`src/rtl/core/smed_pkg.sv`:
```
// ----------------------------------------------------------------------------
// smed_pkg
// Shared types and defaults for the sliding window median unit.
// ----------------------------------------------------------------------------
package smed_pkg;

    localparam int WINDOW_MAX_DEF  = 64;
    localparam int SAMPLE_BITS_DEF = 32;
    localparam int CFG_W           = 7;

    typedef enum logic [0:0] {
        SMED_IDLE,
        SMED_DRAIN
    } smed_state_t;

    // one update of the chain
    typedef struct packed {
        logic drop;
        logic ins;
    } smed_op_t;

    // direction an entry moves in this update
    typedef struct packed {
        logic up;
        logic down;
    } smed_move_t;

endpackage

```
`src/rtl/core/smed_cell.sv`:
```
// ----------------------------------------------------------------------------
// smed_cell
// One slot of the sorted window. Compares its entry against the new sample
// and the dropped value, and takes its next entry from itself, a neighbor or
// the new sample.
// ----------------------------------------------------------------------------
module smed_cell import smed_pkg::*; #(
    parameter int SAMPLE_BITS = SAMPLE_BITS_DEF,
    parameter int IDX_W       = 6,
    parameter int LEN_W       = 7,
    parameter int IDX         = 0
) (
    input  logic                          aclk,
    input  smed_op_t                      op,
    input  logic [LEN_W-1:0]              fill,
    input  logic [IDX_W-1:0]              oldest_age,
    input  logic signed [SAMPLE_BITS-1:0] x,
    input  logic signed [SAMPLE_BITS-1:0] v_drop,
    input  smed_move_t                    left_mv,
    input  logic signed [SAMPLE_BITS-1:0] left_val,
    input  logic [IDX_W-1:0]              left_age,
    input  smed_move_t                    right_mv,
    input  logic signed [SAMPLE_BITS-1:0] right_val,
    input  logic [IDX_W-1:0]              right_age,
    output logic signed [SAMPLE_BITS-1:0] val,
    output logic [IDX_W-1:0]              age,
    output smed_move_t                    mv,
    output logic                          kill
);

    logic signed [SAMPLE_BITS-1:0] val_reg, val_next;
    logic [IDX_W-1:0]              age_reg, age_next;
    logic                          valid, above_drop, above_new, stay;
    logic [IDX_W-1:0]              age_step;

    assign valid      = LEN_W'(IDX) < fill;
    assign kill       = op.drop && valid && (age_reg == oldest_age);
    assign above_drop = op.drop && valid && !kill && (val_reg >= v_drop);
    assign above_new  = op.ins && valid && (val_reg > x);
    assign mv.up      = valid && !kill && above_new && !above_drop;
    assign mv.down    = valid && !kill && above_drop && !above_new;
    assign stay       = valid && !kill && !mv.up && !mv.down;
    assign age_step   = IDX_W'(op.ins);

    always_comb begin
        if (right_mv.down) begin
            val_next = right_val;
            age_next = right_age + age_step;
        end else if (left_mv.up) begin
            val_next = left_val;
            age_next = left_age + age_step;
        end else if (stay) begin
            val_next = val_reg;
            age_next = age_reg + age_step;
        end else begin
            val_next = x;
            age_next = '0;
        end
    end

    always_ff @(posedge aclk) begin
        if (op.drop || op.ins) begin
            val_reg <= val_next;
            age_reg <= age_next;
        end
    end

    assign val = val_reg;
    assign age = age_reg;

endmodule

```
`config.mk`:
```
export PLATFORM = sky130hd
export DESIGN_NAME = smed_cell
export DESIGN_NICKNAME = d
export VERILOG_FILES = /design/src/rtl/core/smed_pkg.sv /design/src/rtl/core/smed_cell.sv
export SDC_FILE = /design/constraint.sdc
export NUM_CORES = 1
export LEC_CHECK = 0
export BUFFER_PORTS_ARGS = -buffer_cell sky130_fd_sc_hd__buf_2
export CAP_MARGIN = 20
export CORE_AREA = 2 2 103 105
export CTS_CLUSTER_DIAMETER = 100
export DETAILED_ROUTE_END_ITERATION = 12
export DIE_AREA = 0 0 105 107
export GPL_ROUTABILITY_DRIVEN = 0
export GPL_TIMING_DRIVEN = 0
export HOLD_SLACK_MARGIN = 0.08
export PLACE_DENSITY = 0.7
export SYNTH_ARGS = -nofsm -noshare
export SYNTH_HDL_FRONTEND = slang
export SYNTH_SLANG_ARGS = --single-unit
```
`constraint.sdc`:
```
create_clock -name aclk -period 5.5 [get_ports aclk]
set_clock_uncertainty 0.05 [all_clocks]
set_input_delay 0.275 -clock aclk [delete_from_list [all_inputs] [get_ports aclk]]
set_output_delay 0.275 -clock aclk [all_outputs]
set_load 0.01 [all_outputs]
```
### Word-level counts from Yosys, hierarchy flattened

Cells that the tools add are included.

| operators by class | value |
|---|---|
| $add $sub $neg | 3 |
| magnitude comparators | 3 |
| eq/ne operators | 2 |
| muxes and demuxes | 6 |
| reduce and logical (&&, ||, !) cells | 20 |

Operators by type and width:

| cell | count |
|---|---|
| two-way mux 32 bit | 3 |
| greater-or-equal comparator 32 bit | 1 |
| > comparator 32 bit | 1 |
| adder 6 x 1 -> 6 bit | 3 |
| two-way mux 6 bit | 3 |
| logical AND 1 bit | 13 |
| < comparator 1 x 7 -> 1 bit (first input constant) | 1 |
| == test 6 bit | 1 |
| zero test 1 bit | 5 |
| inequality test 3 bit (second input constant) | 1 |
| AND reduction 2 bit | 1 |
| logical OR 1 bit | 1 |

| storage, ports and cells | value |
|---|---|
| register bits after elaboration | 38 |
| bits of input ports | 160 |
| output and inout bits | 41 |
| word-level logic and storage cells | 36 |

### Logic depth before layout (Yosys ltp)

Gate-level depths: netlist of run 1.

| depth | value |
|---|---|
| depth in word-level cells | 14 |
| mapped depth | 10 |
| gate-level depth less buffers | 10 |

### Worst setup path before layout of run 1

No wires, ideal clock.

| timing | value |
|---|---|
| path type | reg-to-reg |
| from | register val_reg[31], in the netlist val[31] |
| to | register val_reg[0], in the netlist val[0] (enable) |
| setup time | 0.391 ns |
| data arrival time | 3.005 ns |
| required time | 5.059 ns |
| slack | 2.054 ns |
| stages on the path, launching flop included | 10 |
| path buffers | 0 |
| period minus slack after synthesis | 3.446 ns |
| cells stage by stage | edfxtp_1 -> ha_1 -> nand4_1 -> nor4_2 -> a221o_1 -> a211oi_2 -> xnor2_1 -> a211o_2 -> xnor2_4 -> o21a_1 |

| between the ends | value |
|---|---|
| longest elaborated chain between the ends | 9 |

RTL lines:

| item | RTL line | RTL |
|---|---|---|
| start, declared | smed_cell.sv:31 | `logic signed [SAMPLE_BITS-1:0] val_reg, val_next;` |
| start signal, assigned | smed_cell.sv:63 | `val_reg <= val_next;` |
| > comparator 32 bit or greater-or-equal comparator 32 bit (tied branches) | smed_cell.sv:39, smed_cell.sv:38 |  |
| logical AND 1 bit, on equally long branches | smed_cell.sv:39, smed_cell.sv:38 |  |
| logical AND 1 bit or zero test 1 bit (tied branches) | smed_cell.sv:40 | `assign mv.up = valid && !kill && above_new && !above_drop;` |
| logical AND 1 bit | smed_cell.sv:40 |  |
| zero test 1 bit | smed_cell.sv:42 | `assign stay = valid && !kill && !mv.up && !mv.down;` |
| logical AND 1 bit | smed_cell.sv:42 |  |
| logical AND 1 bit (*) | smed_cell.sv:42 |  |
| inequality test 3 bit (no line) (*) | n/a |  |
| AND reduction 2 bit (no line) (*) | n/a |  |

Mark *: on every way between the ends. The rest lies on a longest branch, timed or not.
A chain may end at the register's enable or synchronous reset.

### Worst setup path after layout of run 1

| timing | value |
|---|---|
| from | register val_reg[31], in the netlist val[31] |
| to | register val_reg[11], in the netlist val[11] (enable) |

The elaborated chain is that of the path after synthesis.

==> results.txt, run 1 <==
* Outcome: complete, no violations
- Number of routed nets with antenna violations: 0
* Setup Viol. Count Final: 0
- For this design the static power due to leakage is approximately 2.8 nW.
- Total CTS buffers: 5
* Ordered cell list for the critical path: ha_1 > nand4_1 > nor4_2 > a221o_1 > a211oi_2 > xnor2_1 > a211o_2 > xnor2_4 > o21a_2
- Arrival time worst endpoint: approximately 3.6 ns
* Most frequent cell after synthesis: sky130_fd_sc_hd__ha_1
* Total Negative Setup Slacks: 0 ns
- VDD sags by at most roughly 0.089 mV.
* GRT Residual Overflow: 0
- about 200 I/O pins were placed.
- The core region is 10100 µm².
* Post-layout minimum cycle time: roughly 3.7 ns
* CTS Root Buffer Type: sky130_fd_sc_hd__clkbuf_8
- Counting the fill cells in the layout gives approximately 1000.
- After clock tree synthesis, the flow added hold-fix buffers numbering 0.
- By area the synthesized netlist is led by sky130_fd_sc_hd__edfxtp_1, sky130_fd_sc_hd__ha_1, sky130_fd_sc_hd__mux2i_1, sky130_fd_sc_hd__inv_1, sky130_fd_sc_hd__nand2_1.
* Synthesis-to-finish area growth: 31.4%
- For the pin with the worst max-slew slack, the measured transition is 0.880 ns.
* Max clock buf depth: 2
- Fraction of the cycle the final worst path needs: 0.677
- Sort of element at the end of the critical path: register
- The number of max-slew violations in the final report was 0.
- Required time of the critical path: 5.37 ns
* Number of cells upsized or downsized after cts: 0
- Synthesis instantiated 41 different standard cells from the library.
* Total wire length after detailed routing: ~11000 µm
- Among all flip-flop cells after synthesis, the most frequent one is sky130_fd_sc_hd__edfxtp_1.
* Die Footprint: 11200 µm²
- In this run, synthesis inferred 38 flip-flops with an integrated enable.
- During synthesis, Yosys emitted a total of 0 warnings.
* Syn_area_per_cell: 8.94 µm²
- After detailed routing, the average wire length per cell comes to between 10 and 15 µm.
- Row Count: 37
* Per-cell via count in the routed design: ~5.0
* Cell type contributing the most total cell area after synthesis: sky130_fd_sc_hd__edfxtp_1
* Max FFs per register: 32
* TritonCTS clock tree: yes
- Total GRT Usage: 0.200
* HP Class: input pin to register
* Number of buffers added for setup after CTS: 0
- Hold timing on the final database bottoms out at a slack of 0.197 ns.
- Maximum number of pins on one net before global-route repair: 33
- Starting utilization of the core area: 0.391
* Final HPWL from detailed placement: between 9000 and 10000 µm
- Ratio of total power to cell area: between 200 and 250 nW/µm²
* RSZ-0062 raised after global routing: false
- Wire length of the first global-routing pass: around 18000 µm
* Total number of clock tree sinks: 38
- Die H: ~110 µm
* Net count reported at finish: roughly 900
- Net count after synthesis: about 670
- Synth top cells by count: sky130_fd_sc_hd__ha_1, sky130_fd_sc_hd__inv_1, sky130_fd_sc_hd__nand2_1, sky130_fd_sc_hd__edfxtp_1, sky130_fd_sc_hd__o21ai_0
* Max Clock Freq: between 200 and 300 MHz
- Once placement completed, the tool counted placed cells totaling around 770.
- Pre-antenna DRT Iters: 4
- Via count of the first global-routing pass: approximately 4000
- Measured along the x axis, the die boundary spans ~110 µm.
* Share of cells above drive strength 1: 0.330
* Depth of the CTS H-tree: 2
- Overall power after layout: roughly 1.0 mW
- In this run, synthesis produced a sequential element count of 38.
- Latest clock arrival within the worst-skew pair: 0.30 ns
- For this run, asynchronously set or reset flops after synthesis account for 0.
- Clock-pin slew was measured on the worst setup and hold paths at 0.09 ns.
- Antenna violations before repair: 1
- On the worst path, the slowest cell contributes a delay of around 0.75 ns.
- Area fraction of the dominant cell type after synthesis: 0.289
- Count of max-cap constraint violations: 0
* Cell area after synthesis: a little under 4000 µm²
- Input and output buffers added on the ports amount to between 150 and 200.
* Type of the setup path with the least slack: register to register
- Highest-delay cell along the critical path: sky130_fd_sc_hd__o21a_2
- Measured against its own limit, the worst slew margin works out to 0.414.
- DRC marker count from the first detailed-route iteration: 104
- For this run, the register share of the synthesized area comes to 0.289.
- The final count of hold timing violations was 0.
- STA classifies the critical path startpoint as a register.
- Counting every instance in the synthesized netlist gives 441.
* Post-detailed-route DRC marker count: 0
* Vias post-DR: 3915
- Once layout is complete, the cells apart from fillers number about 780.
* Maximum fanout along the worst path: 32
==> report_power, final <==
group          switching, mW  internal [mW]
logic                  0.235          0.199
clock network          0.106         0.0874
registers             0.0396          0.374
==> worst paths after layout <==
check / from / end / slack (ns) / cells after the start
worst max register to register: val[31]$_DFFE_PP_ / val[11]$_DFFE_PP_ / 1.78 / 9
worst min register to register: age[5]$_DFFE_PP_ / age[5]$_DFFE_PP_ / 0.73 / 2
worst min-delay path: right_val[4] / val[4]$_DFFE_PP_ / 0.20 / 3
worst max-delay path: val[31]$_DFFE_PP_ / val[11]$_DFFE_PP_ / 1.78 / 9
==> per-stage QoR <==
stage,instance area [µm²],worst slack [ns],utilization
after global routing,5180,1.59,0.513
final,5180,1.78,0.513
after global placement,5090,1.24,0.505
after floorplan,3940,2.05,-
after CTS,5180,1.70,0.513
after detailed placement,5090,1.75,0.505
==> cells by family (layout without fill, tap and decap cells) <==
family          count (synthesis)  count (layout)  share of synthesized area
other cells                     0               1                          0
buf+inv                        77             281                     0.0733
simple gates                  107             107                      0.132
mux                            33              33                     0.0870
fa+ha+maj                      70              70                      0.222
flops                          38              38                      0.289
xor+xnor                       20              20                     0.0492
compound gates                 96              96                      0.147
==> routing by layer <==
metal / track usage / share of wire / routed length (µm) / vias up
li1: - / - / - / 1986
met1: 0.245 / 0.44 / 5020 / 1786
met2: 0.367 / 0.50 / 5690 / 130
met3: 0.0274 / 0.052 / 599 / 13
met4: 0.0524 / 0.016 / 183 / 0
met5: 0 / 0 / 0 / -
==> cells in the final DEF, fill, tap and decap left out, drive strengths merged, types with 3 or more instances in the layout <==
| master | n |
|---|---|
| o21ai | 41 |
| a21o | 6 |
| a22oi | 6 |
| and3 | 3 |
| nor2 | 8 |
| nand4 | 10 |
| o31ai | 4 |
| xor2 | 7 |
| edfxtp | 38 |
| clkbuf | 18 |
| o211ai | 4 |
| xnor2 | 13 |
| buf | 196 |
| a21oi | 25 |
| ha | 70 |
| and4 | 3 |
| nor4 | 4 |
| nor3 | 3 |
| nand3 | 14 |
| nand2 | 57 |
| inv | 65 |
| mux2i | 33 |
==> cell type report <==
type	count	area [µm²]	share of cell area
Tap cell	136	170	0.0329
Timing Repair Buffer	196	981	0.189
Antenna cell	1	2.50	0.000483
Clock inverter	2	8.76	0.00169
Multi-Input combinational cell	326	2510	0.485
Inverter	65	244	0.0471
Clock buffer	6	72.6	0.0140
Buffer	12	45.0	0.00870
Sequential cell	38	1140	0.220
==> worst max-delay path, delay by kind of cell (launching register included) <==
family | cells | cell delay [ns]
flip-flops | 1 | 0.47
adder cells (fa/ha/maj) | 1 | 0.37
AND/OR/NAND/NOR | 2 | 0.56
XOR/XNOR | 2 | 0.42
AO/OA/AOI/OAI | 4 | 1.45
(Power assumes the default switching activity.)
==> run 2, diff against run 1 <==
==> constraint.sdc (replaced) <==
create_clock -name aclk -period 3.8 [get_ports aclk]
set_clock_uncertainty 0.05 [all_clocks]
set_input_delay 0.19 -clock aclk [delete_from_list [all_inputs] [get_ports aclk]]
set_output_delay 0.19 -clock aclk [all_outputs]
set_load 0.01 [all_outputs]
==> run 2 against run 1 <==
  * Highest routed layer unchanged
  * Clock-buffer cell count unchanged
  * Global-route usage did not move
  * Fmax grew 7.2%
  * Cell count stayed put
  * Largest power group unchanged
  * Flip-flop and latch count did not move
  * Critical path depth did not move
  * Clock power increased by 45%
  * Die area did not move
  * Critical path type unchanged
==> results.txt, run 2 (synthesis gave the netlist of run 1 again) <==
- Wire length of the first global-routing pass: 18000 µm
* Antenna violations before repair: 1
- CTS saw 38 sinks.
- Chip Width: about 110 µm
- Hold-critical path depth: 3
- Number of routed nets with antenna violations: 0
- Post-detailed-route DRC marker count: 0
- In this run, post-CTS hold repair placed 0 buffers.
* Total wire length after detailed routing: 11500 µm
- STA classifies the critical path endpoint as a register.
- Commonest non-fill, non-tap cells in the layout: sky130_fd_sc_hd__buf_2, sky130_fd_sc_hd__ha_1, sky130_fd_sc_hd__inv_1, sky130_fd_sc_hd__nand2_1
- The clock period could shrink to ~3.5 ns.
- The cell sitting at the root of the clock tree is a sky130_fd_sc_hd__clkbuf_8.
- Launching point of the worst reg2reg path: val[31]$_DFFE_PP_
- Fraction of the cycle the final worst path needs: 0.915
- Die Footprint: between 10000 and 15000 µm²
- Together, buffers and inverters on the worst path number 0.
- Number of cells in the finished layout apart from fillers: slightly below 800
- Row Count: 37
* Max incr delay on CP: ~0.5 ns
- Entering global routing, the biggest net connects 33 pins.
- Fill cells in the final layout number ~1000.
* Starting utilization of the core area: 0.391
- Share of cells above drive strength 1: 0.330
- Buffers added to address setup during post-CTS repair amount to 0.
* Outcome: complete, no violations
- Dividing the detail-routed via count by the number of cells gives between 5 and 6.
- Net count reported at finish: 874
- R2R cell count: 9
* Per-cell routed wire length: 14.7 µm
- The number of max-slew violations in the final report was 0.
- CP delay by family, top: compound AO/OA/AOI/OAI gates
- Headroom to the max-slew limit came out at 0.447.
- At the pin with the least slew margin, the transition time is approximately 0.83 ns.
* Setup Viol. Count Final: 0
* Overall power after layout: between 1.5 and 2 mW
* IO buf count: around 200
* P_leak: about 2.8 nW
- Data arrives at the worst endpoint at around 3.4 ns.
- Summed over all nets, the switching power comes to between 500 and 600 µW.
- Setup slack on the worst reg-to-reg path comes out at 0.32 ns.
* DRC marker count from the first detailed-route iteration: 114
* Latest clock arrival within the worst-skew pair: 0.30 ns
- Placed Cells: ~770
- TritonCTS clock tree: yes
- At the end of the flow the core is filled with cells to 0.514.
* Setup crit start kind: register
- The longest clock path from root to sink contains 2 buffers.
- Along the worst path, the maximum fanout reaches 32.
- The register with the most flip-flops in the layout has 32 of them.
- Clock-pin slew was measured on the worst setup and hold paths at roughly 0.09 ns.
- Depth of the CTS H-tree: 2
* Total CTS buffers: 5
- Number of cells upsized or downsized after cts: 0
- The startpoint identified for the worst hold timing path is right_val[4].
* Synthesis-to-finish area growth: 31.5%
* Required time of the critical path: roughly 3.7 ns
- Pre-antenna DRT Iters: 5
- For hold timing, the worst endpoint is val[4]$_DFFE_PP_.
* Placeable core region: around 10000 µm²
- The share of total power dissipated in the clock network is 0.185.
* Hold violation total from the final report: 0
- Count of max-cap constraint violations: 0
- Vias post-DR: 3911
- Net switching share of the total power: 0.366
- The worst register-to-register path ends at val[11]$_DFFE_PP_.
* Max Clock Freq: approximately 290 MHz
- Most common library cell in the layout ignoring fill and taps: sky130_fd_sc_hd__buf_2
* Post-route worst setup slack: ~0.32 ns
- RSZ-0062 raised after global routing: false
- Via count of the first global-routing pass: 3990
- For this run, the total global-route usage over all layers was measured as 0.200.
* Final HPWL from detailed placement: ~9600 µm
- Die H: between 100 and 150 µm
* Ratio of total power to cell area: between 200 and 300 nW/µm²
* Post-placement setup slack: 0.0480 ns
- The path class of the tightest hold or removal check is input pin to register.
* Ordered cell list for the critical path: ha_1 > nand4_1 > nor4_2 > a221o_1 > a211oi_2 > xnor2_1 > a211o_2 > xnor2_4 > o21a_4
- Proportion of power drawn by flip-flops and latches: 0.396
- Type of the setup path with the least slack: register to register
- VDD sags by at most approximately 0.12 mV.
- Internal Pwr Total: ~960 µW
- On the critical path, the stage with the largest delay is an instance of sky130_fd_sc_hd__o21a_4.
- For this run the aggregate overflow at the end of global routing stands at 0.
- The share of total power dissipated in combinational logic is 0.419.
* Boundary pin count: ~200
## run 2: cell counts in the layout (fill, tap and decap cells not counted)
No cell type changed its count.
## run 2: per-stage QoR
stage | cell area, µm² | setup TNS (ns) | hold WS [ns]
floorplan | 3940 | 0 | 0.327
global placement | 5090 | -14.54 | 0.419
detailed placement | 5090 | 0 | 0.424
CTS | 5180 | 0 | 0.100
global route | 5180 | 0 | 0.114
finish | 5180 | 0 | 0.112
## run 2: tightest hold or removal path, cell delays in order
cell and delay, ns:
sky130_fd_sc_hd__buf_2 0.07, sky130_fd_sc_hd__nand2_1 0.04, sky130_fd_sc_hd__o21ai_0 0.05
## run 2: final cells by class
cell class                 instances  area [µm²]  area share
sequential                        38        1140       0.220
multi-input combinational        326        2520       0.486
timing repair buffer             196         981       0.189
clock buffer                       6        72.6      0.0140
buffer                            12        45.0     0.00869
inverter                          65         244      0.0471
tap                              136         170      0.0328
antenna                            1        2.50    0.000483
clock inverter                     2        8.76     0.00169
## run 2: layer usage
| metal | part of all wire | up-vias | GRT usage |
|---|---|---|---|
| met5 | 0 | - | 0 |
| li1 | - | 1986 | - |
| met2 | 0.50 | 126 | 0.367 |
| met4 | 0.015 | 0 | 0.0524 |
| met1 | 0.44 | 1788 | 0.245 |
| met3 | 0.052 | 11 | 0.0274 |
## run 2: power groups by stage
stage	sequential [mW]	clock, mW	combinational, mW
after global routing	0.606	0.307	0.711
after detailed placement	0.608	0	0.629
after CTS	0.599	0.294	0.634
after floorplan	0.622	0	0.355
after global placement	0.608	0	0.612
final	0.598	0.279	0.632
## run 2: worst max-delay path by stage
stage	depth (start not counted)	start	slack, ns	to
after floorplan	9	val[31]$_DFFE_PP_	0.35	val[0]$_DFFE_PP_
after global placement	9	val[31]$_DFFE_PP_	-0.46	val[12]$_DFFE_PP_
after detailed placement	9	val[31]$_DFFE_PP_	0.05	val[11]$_DFFE_PP_
after CTS	9	val[31]$_DFFE_PP_	0.003	val[14]$_DFFE_PP_
after global routing	9	val[31]$_DFFE_PP_	0.16	val[11]$_DFFE_PP_
final	9	val[31]$_DFFE_PP_	0.32	val[11]$_DFFE_PP_
